$ cat config.mk
export PLATFORM = sky130hd
export DESIGN_NAME = im2col_patch_address_gen_unit
export DESIGN_NICKNAME = d
export VERILOG_FILES = /design/src/rtl/i2cpag_pkg.sv /design/src/rtl/i2cpag_cfg.sv /design/src/rtl/i2cpag_seq.sv /design/src/rtl/im2col_patch_address_gen_unit.sv
export SDC_FILE = /design/constraint.sdc
export NUM_CORES = 1
export LEC_CHECK = 0
export ABC_AREA = 1
export BUFFER_PORTS_ARGS = -buffer_cell sky130_fd_sc_hd__buf_2
export CAP_MARGIN = 20
export CELL_PAD_IN_SITES_DETAIL_PLACEMENT = 2
export CELL_PAD_IN_SITES_GLOBAL_PLACEMENT = 2
export CORE_UTILIZATION = 42
export CTS_CLUSTER_DIAMETER = 30
export DETAILED_ROUTE_END_ITERATION = 6
export PLACE_DENSITY_LB_ADDON = 0.15
export SLEW_MARGIN = 20
export SYNTH_ARGS = -nofsm -noshare
export SYNTH_HDL_FRONTEND = slang
export SYNTH_SLANG_ARGS = --single-unit
export TNS_END_PERCENT = 5
$ cat constraint.sdc
create_clock -name clk -period 14.2 [get_ports clk]
set_input_delay 2.13 -clock clk [delete_from_list [all_inputs] [get_ports clk]]
set_output_delay 2.13 -clock clk [all_outputs]
set_load 0.01 [all_outputs]
$ cat src/rtl/i2cpag_pkg.sv
`timescale 1ns / 1ps
`default_nettype none
// ============================================================================
// i2cpag_pkg - shared types and constants for the im2col address generator
// Size limits, register indexes and the structs passed between the
// configuration block, the position sequencer and the top level.
// ============================================================================
package i2cpag_pkg;

    // Size limits applied to the configuration registers
    localparam logic [9:0] MAX_CHANNELS = 10'd512;
    localparam logic [9:0] MAX_DIM      = 10'd256;
    localparam logic [9:0] MAX_KERNEL   = 10'd11;

    localparam int unsigned SRC_W  = 25;
    localparam int unsigned DEST_W = 32;

    // Configuration register indexes
    typedef enum logic [2:0] {
        REG_CHANNELS      = 3'd0,
        REG_IMAGE_HEIGHT  = 3'd1,
        REG_IMAGE_WIDTH   = 3'd2,
        REG_KERNEL_SIZE   = 3'd3,
        REG_RESULT_HEIGHT = 3'd4,
        REG_RESULT_WIDTH  = 3'd5,
        REG_PADDING       = 3'd6,
        REG_STEP_SIZE     = 3'd7
    } cfg_reg_t;

    // Effective (clamped) configuration
    typedef struct packed {
        logic [9:0] nc;
        logic [8:0] ih;
        logic [8:0] iw;
        logic [3:0] ks;
        logic [8:0] rh;
        logic [8:0] rw;
        logic [3:0] pad;
        logic [3:0] step;
    } cfg_t;

    // Current matrix position, restart already applied
    typedef struct packed {
        logic [8:0]        chan;
        logic [3:0]        krow;
        logic [3:0]        kcol;
        logic [7:0]        orow;
        logic [7:0]        ocol;
        logic [SRC_W-1:0]  base;
        logic [DEST_W-1:0] dest;
        logic              last;
    } pos_t;

    // Zero acts as one, anything above the limit acts as the limit
    function automatic logic [9:0] clamp_size(input logic [9:0] v, input logic [9:0] hi);
        logic [9:0] r;
        begin
            r = v;
            if (v == 10'd0)
            begin
                r = 10'd1;
            end
            else if (v > hi)
            begin
                r = hi;
            end
            return r;
        end
    endfunction

endpackage
`default_nettype wire

$ cat src/rtl/i2cpag_cfg.sv
`timescale 1ns / 1ps
`default_nettype none
// ============================================================================
// i2cpag_cfg - configuration registers
// Holds the eight configuration registers; the six size values are presented clamped.
// ============================================================================
module i2cpag_cfg (
    input  wire logic                clk,
    input  wire logic                rst_n,
    input  wire logic                cfg_valid,
    output logic                     cfg_ready,
    input  wire logic [2:0]          cfg_index,
    input  wire logic [9:0]          cfg_data,
    output i2cpag_pkg::cfg_t         cfg
);
    import i2cpag_pkg::*;

    logic [9:0] channels_reg;
    logic [8:0] image_height_reg;
    logic [8:0] image_width_reg;
    logic [3:0] kernel_size_reg;
    logic [8:0] result_height_reg;
    logic [8:0] result_width_reg;
    logic [3:0] padding_reg;
    logic [3:0] step_size_reg;

    logic [9:0] nc_c, ih_c, iw_c, ks_c, rh_c, rw_c;
    cfg_reg_t   idx;

    assign cfg_ready = 1'b1;
    assign idx       = cfg_reg_t'(cfg_index);

    // Register writes
    always_ff @(posedge clk or negedge rst_n)
    begin
        if (!rst_n)
        begin
            channels_reg      <= 10'd1;
            image_height_reg  <= 9'd1;
            image_width_reg   <= 9'd1;
            kernel_size_reg   <= 4'd1;
            result_height_reg <= 9'd1;
            result_width_reg  <= 9'd1;
            padding_reg       <= 4'd0;
            step_size_reg     <= 4'd1;
        end
        else if (cfg_valid)
        begin
            case (idx)
                REG_CHANNELS:      channels_reg      <= cfg_data;
                REG_IMAGE_HEIGHT:  image_height_reg  <= cfg_data[8:0];
                REG_IMAGE_WIDTH:   image_width_reg   <= cfg_data[8:0];
                REG_KERNEL_SIZE:   kernel_size_reg   <= cfg_data[3:0];
                REG_RESULT_HEIGHT: result_height_reg <= cfg_data[8:0];
                REG_RESULT_WIDTH:  result_width_reg  <= cfg_data[8:0];
                REG_PADDING:       padding_reg       <= cfg_data[3:0];
                REG_STEP_SIZE:     step_size_reg     <= cfg_data[3:0];
                default:           ;
            endcase
        end
    end

    // Clamped sizes
    assign nc_c = clamp_size(channels_reg, MAX_CHANNELS);
    assign ih_c = clamp_size({1'b0, image_height_reg}, MAX_DIM);
    assign iw_c = clamp_size({1'b0, image_width_reg}, MAX_DIM);
    assign ks_c = clamp_size({6'd0, kernel_size_reg}, MAX_KERNEL);
    assign rh_c = clamp_size({1'b0, result_height_reg}, MAX_DIM);
    assign rw_c = clamp_size({1'b0, result_width_reg}, MAX_DIM);

    assign cfg.nc   = nc_c;
    assign cfg.ih   = ih_c[8:0];
    assign cfg.iw   = iw_c[8:0];
    assign cfg.ks   = ks_c[3:0];
    assign cfg.rh   = rh_c[8:0];
    assign cfg.rw   = rw_c[8:0];
    assign cfg.pad  = padding_reg;
    assign cfg.step = step_size_reg;

endmodule
`default_nettype wire

$ cat src/rtl/i2cpag_seq.sv
`timescale 1ns / 1ps
`default_nettype none
// ============================================================================
// i2cpag_seq - matrix position sequencer
// Nested channel / kernel row / kernel column / output row / output column
// counters with the running channel base and destination index.
// ============================================================================
module i2cpag_seq (
    input  wire logic             clk,
    input  wire logic             rst_n,
    input  wire i2cpag_pkg::cfg_t cfg,
    input  wire logic             advance,
    input  wire logic             restart,
    output i2cpag_pkg::pos_t      pos
);
    import i2cpag_pkg::*;

    logic [8:0]        chan_count_reg, chan_count_next;
    logic [3:0]        krow_count_reg, krow_count_next;
    logic [3:0]        kcol_count_reg, kcol_count_next;
    logic [7:0]        orow_count_reg, orow_count_next;
    logic [7:0]        ocol_count_reg, ocol_count_next;
    logic [SRC_W-1:0]  channel_base_reg, channel_base_next;
    logic [DEST_W-1:0] out_count_reg, out_count_next;

    logic        end_oc, end_or, end_kc, end_kr, end_c;
    logic [17:0] plane;

    // Current position, rewound by restart
    assign pos.chan = restart ? 9'd0 : chan_count_reg;
    assign pos.krow = restart ? 4'd0 : krow_count_reg;
    assign pos.kcol = restart ? 4'd0 : kcol_count_reg;
    assign pos.orow = restart ? 8'd0 : orow_count_reg;
    assign pos.ocol = restart ? 8'd0 : ocol_count_reg;
    assign pos.base = restart ? '0 : channel_base_reg;
    assign pos.dest = restart ? '0 : out_count_reg;

    // Wrap conditions
    assign end_oc   = ({1'b0, pos.ocol} + 9'd1) >= cfg.rw;
    assign end_or   = ({1'b0, pos.orow} + 9'd1) >= cfg.rh;
    assign end_kc   = ({1'b0, pos.kcol} + 5'd1) >= {1'b0, cfg.ks};
    assign end_kr   = ({1'b0, pos.krow} + 5'd1) >= {1'b0, cfg.ks};
    assign end_c    = ({1'b0, pos.chan} + 10'd1) >= cfg.nc;
    assign pos.last = end_oc && end_or && end_kc && end_kr && end_c;

    assign plane = cfg.ih * cfg.iw;

    // Next position
    always_comb
    begin
        chan_count_next   = pos.chan;
        krow_count_next   = pos.krow;
        kcol_count_next   = pos.kcol;
        orow_count_next   = pos.orow;
        ocol_count_next   = pos.ocol;
        channel_base_next = pos.base;
        out_count_next    = pos.dest + 32'd1;
        if (!end_oc)
        begin
            ocol_count_next = pos.ocol + 8'd1;
        end
        else
        begin
            ocol_count_next = 8'd0;
            if (!end_or)
            begin
                orow_count_next = pos.orow + 8'd1;
            end
            else
            begin
                orow_count_next = 8'd0;
                if (!end_kc)
                begin
                    kcol_count_next = pos.kcol + 4'd1;
                end
                else
                begin
                    kcol_count_next = 4'd0;
                    if (!end_kr)
                    begin
                        krow_count_next = pos.krow + 4'd1;
                    end
                    else
                    begin
                        krow_count_next = 4'd0;
                        if (!end_c)
                        begin
                            chan_count_next   = pos.chan + 9'd1;
                            channel_base_next = pos.base + SRC_W'(plane);
                        end
                        else
                        begin
                            chan_count_next   = 9'd0;
                            channel_base_next = '0;
                            out_count_next    = '0;
                        end
                    end
                end
            end
        end
    end

    // Counter registers
    always_ff @(posedge clk or negedge rst_n)
    begin
        if (!rst_n)
        begin
            chan_count_reg   <= '0;
            krow_count_reg   <= '0;
            kcol_count_reg   <= '0;
            orow_count_reg   <= '0;
            ocol_count_reg   <= '0;
            channel_base_reg <= '0;
            out_count_reg    <= '0;
        end
        else if (advance)
        begin
            chan_count_reg   <= chan_count_next;
            krow_count_reg   <= krow_count_next;
            kcol_count_reg   <= kcol_count_next;
            orow_count_reg   <= orow_count_next;
            ocol_count_reg   <= ocol_count_next;
            channel_base_reg <= channel_base_next;
            out_count_reg    <= out_count_next;
        end
    end

endmodule
`default_nettype wire

$ cat src/rtl/im2col_patch_address_gen_unit.sv
`timescale 1ns / 1ps
`default_nettype none
// ============================================================================
// im2col_patch_address_gen_unit - im2col source address generator
// Emits one column-matrix element per input word: source index or zero
// fill, destination index and an end-of-matrix mark.
// ============================================================================
//
//  Channel   Dir  Handshake             Payload
//  s_axis    in   s_tvalid / s_tready   s_tdata[0] restart
//  m_axis    out  m_tvalid / m_tready   tdata src_index, dest_index;
//                                       tuser zero_fill; tlast last
//  cfg       in   cfg_valid / cfg_ready cfg_index, cfg_data
//
//  One word per cycle sustained while the output is not stalled. The first
//  stage forms the padded row and column (one small multiply each), the
//  second forms row * width + column + channel base (one 8x9 multiply).
//  Reset clears counters and pipeline valids; sizes return to one, padding to zero.
//  A stalled output holds both stages; s_tready follows the output stage.
//  cfg_ready is always high.
//
module im2col_patch_address_gen_unit (
    input  wire logic        clk,
    input  wire logic        rst_n,
    input  wire logic        s_tvalid,
    output logic             s_tready,
    input  wire logic [7:0]  s_tdata,    // [0] restart
    output logic             m_tvalid,
    input  wire logic        m_tready,
    output logic [63:0]      m_tdata,    // [24:0] src_index, [56:25] dest_index
    output logic             m_tuser,    // [0] zero_fill
    output logic             m_tlast,
    input  wire logic        cfg_valid,
    output logic             cfg_ready,
    input  wire logic [2:0]  cfg_index,
    input  wire logic [9:0]  cfg_data
);
    import i2cpag_pkg::*;

    cfg_t cfg;
    pos_t pos;

    logic advance, enable;

    logic [11:0] row_prod, col_prod;
    logic [13:0] row_pos, col_pos;
    logic        row_in, col_in;

    logic              st1_valid_reg;
    logic [7:0]        st1_row_reg;
    logic [7:0]        st1_col_reg;
    logic              st1_inside_reg;
    logic [SRC_W-1:0]  st1_base_reg;
    logic [DEST_W-1:0] st1_dest_reg;
    logic              st1_last_reg;

    logic [16:0]       src_prod;
    logic [SRC_W-1:0]  src_sum;

    logic              out_valid_reg;
    logic [SRC_W-1:0]  out_src_reg;
    logic              out_zero_reg;
    logic [DEST_W-1:0] out_dest_reg;
    logic              out_last_reg;

    i2cpag_cfg u_cfg (
        .clk       (clk),
        .rst_n     (rst_n),
        .cfg_valid (cfg_valid),
        .cfg_ready (cfg_ready),
        .cfg_index (cfg_index),
        .cfg_data  (cfg_data),
        .cfg       (cfg)
    );

    i2cpag_seq u_seq (
        .clk     (clk),
        .rst_n   (rst_n),
        .cfg     (cfg),
        .advance (advance),
        .restart (s_tdata[0]),
        .pos     (pos)
    );

    // Pipeline moves whenever the output slot is free or being taken
    assign enable   = !out_valid_reg || m_tready;
    assign s_tready = enable;
    assign advance  = s_tvalid && enable;

    // Stage 1: padded source row and column
    assign row_prod = pos.orow * cfg.step;
    assign col_prod = pos.ocol * cfg.step;
    assign row_pos  = {2'b00, row_prod} + {10'd0, pos.krow} - {10'd0, cfg.pad};
    assign col_pos  = {2'b00, col_prod} + {10'd0, pos.kcol} - {10'd0, cfg.pad};
    assign row_in   = !row_pos[13] && (row_pos[12:0] < {4'd0, cfg.ih});
    assign col_in   = !col_pos[13] && (col_pos[12:0] < {4'd0, cfg.iw});

    always_ff @(posedge clk or negedge rst_n)
    begin
        if (!rst_n)
        begin
            st1_valid_reg <= 1'b0;
        end
        else if (enable)
        begin
            st1_valid_reg <= s_tvalid;
        end
    end

    always_ff @(posedge clk)
    begin
        if (advance)
        begin
            st1_row_reg    <= row_pos[7:0];
            st1_col_reg    <= col_pos[7:0];
            st1_inside_reg <= row_in && col_in;
            st1_base_reg   <= pos.base;
            st1_dest_reg   <= pos.dest;
            st1_last_reg   <= pos.last;
        end
    end

    // Stage 2: flat source index
    assign src_prod = st1_row_reg * cfg.iw;
    assign src_sum  = st1_base_reg + SRC_W'(src_prod) + SRC_W'(st1_col_reg);

    always_ff @(posedge clk or negedge rst_n)
    begin
        if (!rst_n)
        begin
            out_valid_reg <= 1'b0;
        end
        else if (enable)
        begin
            out_valid_reg <= st1_valid_reg;
        end
    end

    always_ff @(posedge clk)
    begin
        if (enable && st1_valid_reg)
        begin
            out_src_reg  <= st1_inside_reg ? src_sum : '0;
            out_zero_reg <= !st1_inside_reg;
            out_dest_reg <= st1_dest_reg;
            out_last_reg <= st1_last_reg;
        end
    end

    // Output word
    assign m_tvalid = out_valid_reg;
    assign m_tdata  = {7'd0, out_dest_reg, out_src_reg};
    assign m_tuser  = out_zero_reg;
    assign m_tlast  = out_last_reg;

    // Checks
    a_zero_src: assert property (@(posedge clk) disable iff (!rst_n)
        (m_tvalid && m_tuser) |-> (m_tdata[24:0] == 25'd0))
        else $error("zero-filled word carries a nonzero source index");

    a_stall_blocks: assert property (@(posedge clk) disable iff (!rst_n)
        (m_tvalid && !m_tready) |-> !s_tready)
        else $error("input taken while output stage is stalled");

    a_restart_dest: assert property (@(posedge clk) disable iff (!rst_n)
        (advance && s_tdata[0]) |=> (st1_valid_reg && st1_dest_reg == '0))
        else $error("restart did not rewind the destination index");

    a_wrap_after_last: assert property (@(posedge clk) disable iff (!rst_n)
        (advance && pos.last) |=> (pos.dest == '0))
        else $error("position did not wrap after the last element");

    a_stage_flow: assert property (@(posedge clk) disable iff (!rst_n)
        (enable && st1_valid_reg) |=> out_valid_reg)
        else $error("stage 1 word lost on its way to the output");

endmodule
`default_nettype wire
; Word level (Yosys, flattened, before mapping)
; Index checks and enable logic that the tools add are counted.
[classes]
n_addsub = 18
n_mul = 4
order_cmp = 13
n_eq_ne = 7
mux = 44
reduce_logical = 29
[op_table]
columns = cell, n
row1 = $mux 32, 6
row2 = $mux 25, 6
row3 = $mux 9, 14
row4 = $mux 4, 11
row5 = $mux 8, 5
row6 = $gt 9x9->1 const B, 4
row7 = $logic_not 9->1, 4
row8 = $add 32x1->32 const B, 1
row9 = $sub 13x4->14, 2
row10 = $add 12x4->13, 2
row11 = $lt 13x9->1, 2
row12 = $add 25x17->25, 1
row13 = $add 25x18->25, 1
row14 = $add 25x8->25, 1
row15 = $mul 8x4->12, 2
row16 = $mux 10, 2
row17 = $add 8x1->9 const B, 2
row18 = $ge 9x9->1, 2
row19 = $mul 9x9->18, 1
row20 = $mul 8x9->17, 1
row21 = $add 8x1->8 const B, 2
row22 = $reduce_and 2->1, 8
row23 = $eq 3x3->1 const B, 4
row24 = $add 4x1->5 const B, 2
row25 = 15 further kinds, 29
[totals]
register_bits = 284
in_bits = 26
out_inout_bits = 69

; Longest topological paths before layout
; Gate-level depths: netlist of run 1.
[depth]
depth_word = 10
mapped_depth = 35
depth_no_buf = 34

; Hierarchy
; Synthesis of run 1 repeated with hierarchy kept, for this count alone.
[unflattened]
hier_cells = 3300
area_unflattened_um2 = 25669.6
[modules_own_cells]
columns = mod, n_inst, cells_each, area_each_um2, seq_area_each_um2
row1 = im2col_patch_address_gen_unit, 1, 1323, 11842.6, 4073.9
row2 = i2cpag_seq, 1, 1625, 11073.1, 2252.2
row3 = i2cpag_cfg, 1, 352, 2753.9, 1460.2

; Worst setup path after synthesis of run 1
; OpenSTA, ideal clock, no wires.
[synth_timing]
path_kind = input to register
startpoint = input s_tdata[0]
endpoint = register st1_inside_reg, data pin
setup_time_ps = 138
arrival_ps = 6647
required_time_ps = 14062
setup_slack_ps = 7415
cell_stages = 25
path_buffers = 5
path_cell_list = buf_6 > buf_12 > buf_6 > buf_6 > buf_4 > nor2_1 > nand2_1 > fa_1 > fa_1 > fa_1 > inv_1 > fa_1 > nand3_1 > nand2_1 > a21o_1 > a21oi_1 > xnor2_1 > ha_1 > a21oi_1 > o211ai_1 > nor2_1 > nand3_1 > nor2_1 > nand4_1 > nor2_1
[synth_via]
elab_chain_cells = 7
[synth_rtl]
columns = element, line_no
row1 = from (decl), im2col_patch_address_gen_unit.sv:27  ; input wire logic [7:0] s_tdata,
row2 = $mux 8 (on tied branches), "i2cpag_seq.sv:33, i2cpag_seq.sv:34"
row3 = $mul 8x4->12 (on tied branches), "im2col_patch_address_gen_unit.sv:91, im2col_patch_address_gen_unit.sv:92"
row4 = $add 12x4->13 (on tied branches), "im2col_patch_address_gen_unit.sv:93, im2col_patch_address_gen_unit.sv:94"
row5 = $sub 13x4->14 (on tied branches), "im2col_patch_address_gen_unit.sv:93, im2col_patch_address_gen_unit.sv:94"
row6 = "$lt 13x9->1, or another cell as far along", im2col_patch_address_gen_unit.sv:95  ; assign row_in = !row_pos[13] && (row_pos[12:0] < {4'd0, cfg.ih});
row7 = $logic_and 1x1->1 (on tied branches), "im2col_patch_address_gen_unit.sv:95, im2col_patch_address_gen_unit.sv:96"
row8 = $logic_and 1x1->1 *, im2col_patch_address_gen_unit.sv:116  ; st1_inside_reg <= row_in && col_in;
row9 = to (signal assigned), im2col_patch_address_gen_unit.sv:116
row10 = to (decl), im2col_patch_address_gen_unit.sv:52  ; logic st1_inside_reg;
; Every way passes the cells marked *; elsewhere a longest branch is shown, timed or not.
; A chain may end at the register's enable or synchronous reset.

; Worst setup path after layout of run 1
; Ends and elaborated chain as after synthesis.

==> summary.txt, run 1 <==
Status
  – Status: completed

Hold path
  – Cells on Worst Hold Path: 0
  – Worst Hold Class: reg2reg

Placed design
  – Post-DP HPWL: 64300 um
  – Number of port buffers: between 70 and 80
  – RePlAce Congestion: 0.849

Critical path
  – CP Data Arrival Time: 7.97 ns
  – Total number of cells along the worst setup path: 24
  – Worst Path Buf+Inv: 4
  – Worst reg2reg path depth: 26
  – Required @ worst endpoint: 14.67 ns
  – Crit-path slowest cell: buf_4
  – Critical Path Fanout Max: 36
  – Top delay family on crit path: adder cells
  – Startpoint Class: input pin
  – Critical Path End Type: flop
  – Critical Setup Path Class: in2reg
  – CP cell instances: buf_4 -> clkinv_2 -> nand2_1 -> nor2_1 -> fa_1 -> inv_1 -> fa_1 -> fa_1 -> inv_1 -> ha_1 -> fa_1 -> nand3_1 -> nand2_1 -> a21o_1 -> a21oi_1 -> xnor2_1 -> ha_1 -> a21oi_1 -> o211ai_1 -> nor2_1 -> nand3_1 -> nor2_1 -> nand4_1 -> nor2_1
  – Worst path max stage delay: slightly above 0.6 ns

Clock network
  – Clk Latency, worst-skew pair: roughly 0.65 ns
  – Root Buffer: clkbuf_16
  – TritonCTS clock tree: yes
  – Worst-path clk slew: 0.04 ns
  – Post-CTS setup buffer count: 0
  – H-tree Lvls: 3
  – Post-CTS Resized: 0
  – CTS sink count: roughly 280
  – # hold bufs at CTS: 0
  – Total CTS buffers: 80
  – Clock Tree Buf Depth: 3

Logic synthesis
  – Syn. warnings: 0
  – Sequential share of the synthesized area: 32.0%
  – Post-synth top flop: dfrtp_1
  – Mapped Cells: 3005
  – FF+latch count, synth: around 280
  – Mapped Area: 0.0244 sq mm
  – Post-synth EDFFs: 134
  – Fraction of registers with async set/reset: 52.8%
  – Synth cell types: 54
  – Post-Syn Area per Cell: roughly 8 sq um

Route
  – Via-to-Cell Ratio: 5.55
  – First-pass DRT Iterations: 5
  – Final wirelength: 101000 um
  – Via count: 21850
  – Post-route ant nets: 0
  – 1st-iter DRT viols: 1237
  – Drt drc: 0
  – Drt wl/cell: 25.7 um

Floorplanning
  – Std-Cell Core Area: 0.0568 sq mm
  – Initial Utilization: 42.9%
  – Die area: 0.0590 sq mm
  – Die height: 243 um
  – Chip width: around 240 um
  – I/O pins: 95
  – Core Rows: 87

Timing
  – RSZ-0062 raised after global routing: false
  – Setup TNS: 0 ns
  – Slew @ Worst Pin: 1.05 ns
  – Max-slew violation count: 0
  – Final setup fails: 0
  – Fmax: around 130 MHz
  – Clock skew: 0.0470 ns
  – Part of the cycle the worst path needs: between 50 and 60%
  – Tmin final: approximately 7.5 ns
  – Hold Slack: 0.419 ns
  – Final Hold Viols: 0
  – Worst slew margin: 30.3%

Layout
  – NumNets Final: approximately 3500
  – Most frequent cells in the layout: nand2_1 (731), inv_1 (560), nor2_1 (297)
  – Fill count: around 6300
  – Commonest non-fill, non-tap cell in the layout: nand2_1
  – Layout cells sized above 1: under 10%
  – Area delta synth->final: 15.5%

Power
  – Pwr Density: ~240 mW/mm^2
  – Lkg Pwr: 14.2 nW
  – Maximum vdd drop: 195 uV

Flow run
  – Max Cap Viol: 0

Global routing
  – Number of global-route vias before repair: 26105
  – First-pass GRT wire length: 157000 um
  – Grt total ovfl: 0
  – Antenna violations before repair: 2
  – Total GRT Usage: 34.8%
  – Largest net degree at the start of global routing: 115
## cells in the mapped netlist, drive strengths merged, types with 7 or more instances
master / instances / share of area [%]
ha: 230 / 12
o21a: 7 / 0.22
nor4: 7 / 0.18
nand3b: 8 / 0.25
nand3: 115 / 2.4
a21o: 7 / 0.22
or2: 8 / 0.21
o21bai: 8 / 0.25
o21ai: 169 / 3.5
nand4: 35 / 0.98
nor3: 33 / 0.89
xor2: 35 / 1.3
a21oi: 119 / 2.4
edfxtp: 134 / 17
dfstp: 7 / 0.75
buf: 30 / 1.0
nor2: 335 / 5.9
nand2: 744 / 12
xnor2: 29 / 1.0
dfrtp: 143 / 15
inv: 564 / 8.7
fa: 166 / 14
clkbuf: 39 / 0.60
## path summary, 6_finish.rpt
kind | startpoint | to | slack [ns]
worst min register to register | st1_dest_reg[21]$_DFFE_PP_ | out_dest_reg[21]$_DFFE_PP_ | 0.42
worst max register to register | u_cfg.image_width_reg[8]$_DFFE_PN0P_ | u_seq.channel_base_reg[19]$_DFFE_PN0P_ | 6.75
max in group asynchronous | rst_n | u_cfg.channels_reg[3]$_DFFE_PN0P_ | 10.93
worst min-delay path | st1_dest_reg[21]$_DFFE_PP_ | out_dest_reg[21]$_DFFE_PP_ | 0.42
worst max-delay path | s_tdata[0] | st1_inside_reg$_DFFE_PP_ | 6.71
min in group asynchronous | rst_n | u_seq.channel_base_reg[3]$_DFFE_PN0P_ | 1.59
## report_power, final
| group | internal (mW) | switching, mW |
|---|---|---|
| Clock | 1.21 | 0.627 |
| Combinational | 1.26 | 2.54 |
| Sequential | 1.08 | 0.135 |
| Total | 3.56 | 3.31 |
## metrics by stage
| stage | instances | utilization (%) | total power [mW] | worst slack, ns | instance area (sq um) |
|---|---|---|---|---|---|
| after global routing | 3934 | 49.5 | 7.36 | 6.51 | 28100 |
| after CTS | 3934 | 49.5 | 6.90 | 6.84 | 28100 |
| after floorplan | 3011 | - | 3.67 | 7.41 | 24400 |
| final | 3935 | 49.5 | 6.87 | 6.71 | 28100 |
| after detailed placement | 3788 | 44.8 | 4.80 | 6.50 | 25400 |
| after global placement | 3788 | 44.8 | 4.53 | 6.68 | 25400 |
## area by class of cell
class                      instances  area (sq um)  area share, %
multi-input combinational       2089         14100           50.0
sequential                       284          7790           27.7
clock buffer                     109          2230           7.93
inverter                         569          2140           7.61
clock inverter                    37           463           1.64
tap                              756           946           3.36
antenna                            1          2.50        0.00889
timing repair buffer              90           487           1.73
## routing by layer
metal / vias to the layer above / routed length, um / part of all wire [%] / global-route usage (%)
li1: 9656 / - / - / -
met1: 11234 / 38400 / 38 / 38.1
met2: 633 / 53400 / 53 / 64.5
met3: 327 / 3420 / 3.4 / 4.64
met4: 0 / 5770 / 5.7 / 19.5
met5: - / 0 / 0 / 0
## cell families after synthesis
| kind of cell | count (synthesis) | synth area share (%) |
|---|---|---|
| buffers and inverters | 638 | 10.4 |
| other | 2 | 0.0308 |
| flip-flops | 284 | 32.0 |
| XOR/XNOR | 64 | 2.30 |
| AND/OR/NAND/NOR | 1289 | 22.6 |
| multiplexers | 1 | 0.0411 |
| adder cells (fa/ha/maj) | 396 | 25.5 |
| AO/OA/AOI/OAI | 331 | 7.21 |
No activity file was read; power rests on OpenSTA's default activity.
==> run 2: changes to the inputs <==
--- a/config.mk
+++ b/config.mk
@@ -10,7 +10,7 @@
 export CAP_MARGIN = 20
 export CELL_PAD_IN_SITES_DETAIL_PLACEMENT = 2
 export CELL_PAD_IN_SITES_GLOBAL_PLACEMENT = 2
-export CORE_UTILIZATION = 42
+export CORE_UTILIZATION = 39
 export CTS_CLUSTER_DIAMETER = 30
 export DETAILED_ROUTE_END_ITERATION = 6
 export PLACE_DENSITY_LB_ADDON = 0.15
==> constraint.sdc (replaced) <==
create_clock -name clk -period 7.6 [get_ports clk]
set_input_delay 1.14 -clock clk [delete_from_list [all_inputs] [get_ports clk]]
set_output_delay 1.14 -clock clk [all_outputs]
set_load 0.01 [all_outputs]
==> summary.txt, run 2 (synthesis gave the netlist of run 1 again) <==
Status
  – Status: completed

Critical path
  – R2R Setup Slk: 0.97 ns
  – Worst path max stage delay: around 0.55 ns
  – Worst Path Buf+Inv: 8
  – Crit-path slowest cell: fa_1
  – Startpoint Class: flop
  – CP Data Arrival Time: between 7 and 8 ns
  – Critical register-to-register path startpoint: u_cfg.image_width_reg[1]$_DFFE_PN0P_
  – Critical Path Fanout Max: 11
  – Critical Setup Path Class: reg2reg
  – FF-to-FF End: u_seq.channel_base_reg[12]$_DFFE_PN0P_
  – Required @ worst endpoint: 8.14 ns
  – Worst reg2reg path depth: 29
  – Top delay family on crit path: adder cells
  – Crit path top cell by count: nand2_1
  – Critical Path End Type: flop

Route
  – 1st-iter DRT viols: 803
  – Via count: 21090
  – Drt wl/cell: between 20 and 25 um
  – Drt drc: 0
  – Final wirelength: ~88000 um
  – Post-route ant nets: 0
  – First-pass DRT Iterations: 5
  – Via-to-Cell Ratio: between 5 and 6

Clock network
  – H-tree Lvls: 3
  – Post-CTS setup buffer count: 0
  – CTS sink count: 284
  – # hold bufs at CTS: 0
  – Clock Tree Buf Depth: 3
  – Root Buffer: clkbuf_16
  – TritonCTS clock tree: yes
  – Clk Latency, worst-skew pair: roughly 0.66 ns
  – Post-CTS Resized: 0
  – Worst-path clk slew: 0.05 ns
  – Total CTS buffers: 84

Global routing
  – Total GRT Usage: 28.3%
  – Largest net degree at the start of global routing: approximately 110
  – Number of global-route vias before repair: 24916
  – Grt total ovfl: 0
  – First-pass GRT wire length: 139000 um
  – Antenna violations before repair: 3

Layout
  – Layout cells sized above 1: 10.2%
  – Area delta synth->final: 17.6%
  – Final Core Density: 46.4%
  – Non-Filler Instances: a little over 4000
  – Final instance area: 0.0287 sq mm
  – NumNets Final: 3547
  – Commonest non-fill, non-tap cell in the layout: nand2_1
  – Ant diodes: 0
  – Most frequent cells in the layout: nand2_1 (731), inv_1 (560), nor2_1 (298)

Hold path
  – Min-delay src: st1_dest_reg[9]$_DFFE_PP_
  – Cells on Worst Hold Path: 0
  – Worst Hold Class: reg2reg
  – WHS Endpoint: out_dest_reg[9]$_DFFE_PP_

Floorplanning
  – Initial Utilization: 39.5%
  – Std-Cell Core Area: just over 0.06 sq mm
  – Chip width: 252 um
  – Die area: 0.0635 sq mm
  – Die height: 252 um
  – Core Rows: 91
  – I/O pins: 95

Timing
  – RSZ-0062 raised after global routing: false
  – Max-slew violation count: 0
  – Part of the cycle the worst path needs: 87.2%
  – Min setup slack post-route: 0.974 ns
  – Tmin final: 6.63 ns
  – Final setup fails: 0
  – Slew @ Worst Pin: 1.06 ns
  – Setup TNS: 0 ns
  – Clock skew: 0.0619 ns
  – Fmax: 151 MHz
  – Final Hold Viols: 0
  – Worst slew margin: 28.9%

Power
  – Lkg Pwr: 14.4 nW
  – Maximum vdd drop: approximately 320 uV
  – Pwr Density: about 450 mW/mm^2

Flow run
  – Max Cap Viol: 0

Placed design
  – Placed cell areas: 0.0256 sq mm
  – Post-DP HPWL: 63300 um
  – DP Worst Slack: approximately 1.1 ns
  – RePlAce Congestion: roughly 0.85
  – Cells after DPL: 3876
  – Number of port buffers: 79
-- run 2: cell types whose count changed in the layout (fill, tap and decap cells not counted) --
cell        change
clkinvlp_4      -3
clkinv_8        -1
nor2_2          -1
clkinv_2        +7
clkinv_1        -1
clkinv_4        +4
inv_16          -2
buf_4           +7
diode_2         -1
clkbuf_1        -6
clkinv_16       +3
bufinv_16       +7
clkbuf_16       +4
nor2_1          +1
-- run 2: layout make-up --
cell class	count	area [sq um]
multi-input combinational	2089	14100
clock inverter	51	751
clock buffer	107	2310
fill	6871	33100
sequential	284	7790
timing repair buffer	97	539
tap	837	1050
inverter	569	2140
-- run 2: stage by stage --
| stage | power, mW | hold slack, ns |
|---|---|---|
| final | 12.8 | 0.421 |
| after global placement | 8.46 | 0.406 |
| after detailed placement | 8.91 | 0.407 |
| after CTS | 12.9 | 0.415 |
| after floorplan | 6.86 | 0.400 |
| after global routing | 13.8 | 0.424 |
-- run 2: routing by layer --
layer  wire length [um]  GRT usage (%)  part of all wire, %
met5                  0              0                    0
met1              35200           31.6                   40
met3               2530           3.47                  2.9
met4               3520           12.2                  4.0
met2              46800           53.5                   53
-- run 2: how the worst max path moves through the flow --
stage,start,endpoint,slack (ns),cells past startpoint
4_1_cts,u_cfg.image_width_reg[1]$_DFFE_PN0P_,u_seq.channel_base_reg[12]$_DFFE_PN0P_,0.95,29
6_report,u_cfg.image_width_reg[1]$_DFFE_PN0P_,u_seq.channel_base_reg[12]$_DFFE_PN0P_,0.97,29
3_5_place_dp,u_cfg.image_width_reg[6]$_DFFE_PN0P_,u_seq.channel_base_reg[19]$_DFFE_PN0P_,1.09,30
2_1_floorplan,s_tdata[0],st1_inside_reg$_DFFE_PP_,1.80,25
5_1_grt,u_cfg.image_width_reg[7]$_DFFE_PN0P_,u_seq.channel_base_reg[12]$_DFFE_PN0P_,0.61,29
3_3_place_gp,u_cfg.image_width_reg[8]$_DFFE_PN0P_,u_seq.channel_base_reg[19]$_DFFE_PN0P_,1.34,28
-- run 2: worst register-to-register path: cells and delay by family, from the launching register on --
family                     cells  cell delay, ns
AOI/OAI and AO/OA              1            0.24
DFF                            1            0.43
and+or+nand+nor               13            1.89
buffers and inverters          8            0.96
xor gates and xnor gates       1            0.14
adders and majority gates      6            2.92
-- run 2: report_power, final --
part           switching (mW)  internal [mW]
Clock                    1.17           2.60
Combinational            4.45           2.31
Sequential              0.225           2.03
==> run 3: changes to the inputs <==
--- a/config.mk
+++ b/config.mk
@@ -10,6 +10,7 @@
 export CAP_MARGIN = 20
 export CELL_PAD_IN_SITES_DETAIL_PLACEMENT = 2
 export CELL_PAD_IN_SITES_GLOBAL_PLACEMENT = 2
+export CORE_MARGIN = 5
 export CORE_UTILIZATION = 39
 export CTS_CLUSTER_DIAMETER = 30
 export DETAILED_ROUTE_END_ITERATION = 6
==> constraint.sdc (replaced) <==
create_clock -name clk -period 7.2 [get_ports clk]
set_input_delay 1.08 -clock clk [delete_from_list [all_inputs] [get_ports clk]]
set_output_delay 1.08 -clock clk [all_outputs]
set_load 0.01 [all_outputs]
==> summary.txt, run 3 (synthesis gave the netlist of run 1 again) <==
Clock network
  – Total CTS buffers: 77
  – Post-CTS Resized: 0
  – Clk Latency, worst-skew pair: 0.62 ns
  – TritonCTS clock tree: yes
  – Clock Tree Buf Depth: 3
  – # hold bufs at CTS: 0
  – Worst-path clk slew: 0.05 ns
  – H-tree Lvls: 3
  – Post-CTS setup buffer count: 0
  – Root Buffer: clkbuf_16
  – CTS sink count: 284

Global routing
  – First-pass GRT wire length: 138000 um
  – Number of global-route vias before repair: 24835
  – Grt total ovfl: 0
  – Largest net degree at the start of global routing: 121
  – Total GRT Usage: 25.7%
  – Antenna violations before repair: 2

Route
  – Final wirelength: approximately 86000 um
  – Wire length on met3: 2000 um
  – Via count: 20911
  – Routed length on met1: ~35000 um
  – Top Metal Used: met4
  – Met2 wire length: 46100 um
  – First-pass DRT Iterations: 4
  – Drt drc: 0
  – Via-to-Cell Ratio: 5.20
  – Post-route ant nets: 0
  – 1st-iter DRT viols: just over 700
  – Drt wl/cell: 21.5 um

Floorplanning
  – Chip width: 260 um
  – Die height: 260 um
  – I/O pins: 95
  – Initial Utilization: 39.4%
  – Core Rows: 91
  – Die area: 0.0676 sq mm
  – Std-Cell Core Area: a little over 0.06 sq mm

Critical path
  – Worst path max stage delay: 0.56 ns
  – Critical Setup Path Class: reg2reg
  – Worst Path Buf+Inv: 9
  – Worst reg2reg path depth: 26
  – FF-to-FF End: u_seq.channel_base_reg[12]$_DFFE_PN0P_
  – CP Data Arrival Time: ~6.7 ns
  – Critical Path End Type: flop
  – Top delay family on crit path: adder cells
  – Critical Path Fanout Max: 13
  – Startpoint Class: flop
  – Critical register-to-register path startpoint: u_cfg.image_width_reg[8]$_DFFE_PN0P_
  – Required @ worst endpoint: 7.69 ns
  – R2R Setup Slk: 0.98 ns
  – Crit-path slowest cell: fa_1

Placed design
  – Post-DP HPWL: 64800 um
  – Placed cell areas: around 0.026 sq mm
  – Number of port buffers: 79
  – RePlAce Congestion: approximately 0.85

Timing
  – Final Hold Viols: 0
  – Final setup fails: 0
  – Clock skew: about 0.033 ns
  – Part of the cycle the worst path needs: between 80% and 90%
  – RSZ-0062 raised after global routing: false
  – Fmax: around 160 MHz
  – Worst slew margin: between 30 and 40%
  – Tmin final: ~6.2 ns
  – Max-slew violation count: 0
  – Setup TNS: 0 ns
  – Slew @ Worst Pin: 0.950 ns

Layout
  – Layout cells sized above 1: 9.78%
  – Final Core Density: 45.8%
  – Final instance area: 0.0283 sq mm
  – Most frequent cells in the layout: nand2_1 (731), inv_1 (560), nor2_1 (298)
  – Fill count: 6876
  – NumNets Final: 3542
  – Multi-input gate area: 0.0141 sq mm
  – Area delta synth->final: 16.3%
  – Commonest non-fill, non-tap cell in the layout: nand2_1
  – Reg area: 0.00779 sq mm

Flow run
  – Max Cap Viol: 0

Power
  – Lkg Pwr: 14.3 nW
  – Maximum vdd drop: 419 uV
  – Total power: ~13 mW
  – Pwr Density: 463 mW/mm^2

Status
  – Status: completed

Hold path
  – Cells on Worst Hold Path: 0
  – Worst Hold Class: reg2reg
  – WHS Endpoint: out_dest_reg[7]$_DFFE_PP_
  – Min-delay src: st1_dest_reg[7]$_DFFE_PP_
[run 3: cell types whose count changed in the layout (fill, tap and decap cells not counted), moves of 2 or more]
cell        change
clkinv_4       -11
clkbuf_16       -8
bufinv_16       -3
clkinv_1        -3
clkbuf_1        +2
clkinv_16       -2
clkinv_2        +2
clkinvlp_4      +2
inv_16          +2
[run 3: area by class of cell]
type / instances / area share [%]
multi-input cells: 2089 / 49.7
flip-flops and latches: 284 / 27.5
inverters: 569 / 7.56
clock buffers: 102 / 7.52
well taps: 837 / 3.70
repair buffers: 99 / 2.04
clock inverters: 38 / 2.00
diodes: 1 / 0.00883
[run 3: per-stage QoR]
stage	std cells	setup slack [ns]	hold slack, ns
after floorplan	3011	1.46	0.400
after global placement	3876	1.19	0.405
after detailed placement	3877	1.01	0.408
after CTS	4017	0.900	0.424
after global routing	4019	0.521	0.432
final	4019	0.982	0.423
[run 3: worst max path at each step]
stage | start | endpoint | slack (ns) | cells past startpoint
after floorplan | s_tdata[0] | st1_inside_reg$_DFFE_PP_ | 1.46 | 25
after global placement | s_tdata[0] | st1_inside_reg$_DFFE_PP_ | 1.19 | 23
after detailed placement | u_cfg.image_height_reg[8]$_DFFE_PN0P_ | u_seq.channel_base_reg[12]$_DFFE_PN0P_ | 1.01 | 27
after CTS | u_cfg.image_height_reg[8]$_DFFE_PN0P_ | u_seq.channel_base_reg[12]$_DFFE_PN0P_ | 0.90 | 27
after global routing | u_cfg.image_height_reg[8]$_DFFE_PN0P_ | u_seq.channel_base_reg[12]$_DFFE_PN0P_ | 0.52 | 27
final | u_cfg.image_width_reg[8]$_DFFE_PN0P_ | u_seq.channel_base_reg[12]$_DFFE_PN0P_ | 0.98 | 26
[run 3: metal layers]
metal	vias to the layer above	GRT usage, %
li1	9670	-
met1	10756	29.4
met2	307	49.2
met3	178	3.13
met4	0	8.92
met5	-	0
[run 3: worst register-to-register path, cell delays in order (launching register included)]
cell and delay [ns]:
dfrtp_1 0.38, inv_1 0.37, nand2_1 0.11, buf_4 0.20, inv_1 0.41, nand2_1 0.16, fa_1 0.56, inv_1 0.06
fa_1 0.50, inv_1 0.06, fa_1 0.48, inv_1 0.06, fa_1 0.52, inv_1 0.05, fa_1 0.51, inv_1 0.04
ha_1 0.35, nand2_1 0.14, inv_1 0.06, nand2_1 0.08, nand3_1 0.23, nand2_1 0.13, nand2_1 0.10, xnor2_1 0.22
o21ai_0 0.14, nand2_1 0.11, nand2_1 0.06
[run 3: report_power, final]
group          leakage (nW)  internal, mW  total [mW]  switching (mW)
Sequential             3.22          2.14        2.37           0.237
Clock                  1.32          2.44        3.56            1.12
Combinational          9.71          2.45        7.18            4.73
Total                  14.3          7.03        13.1            6.09
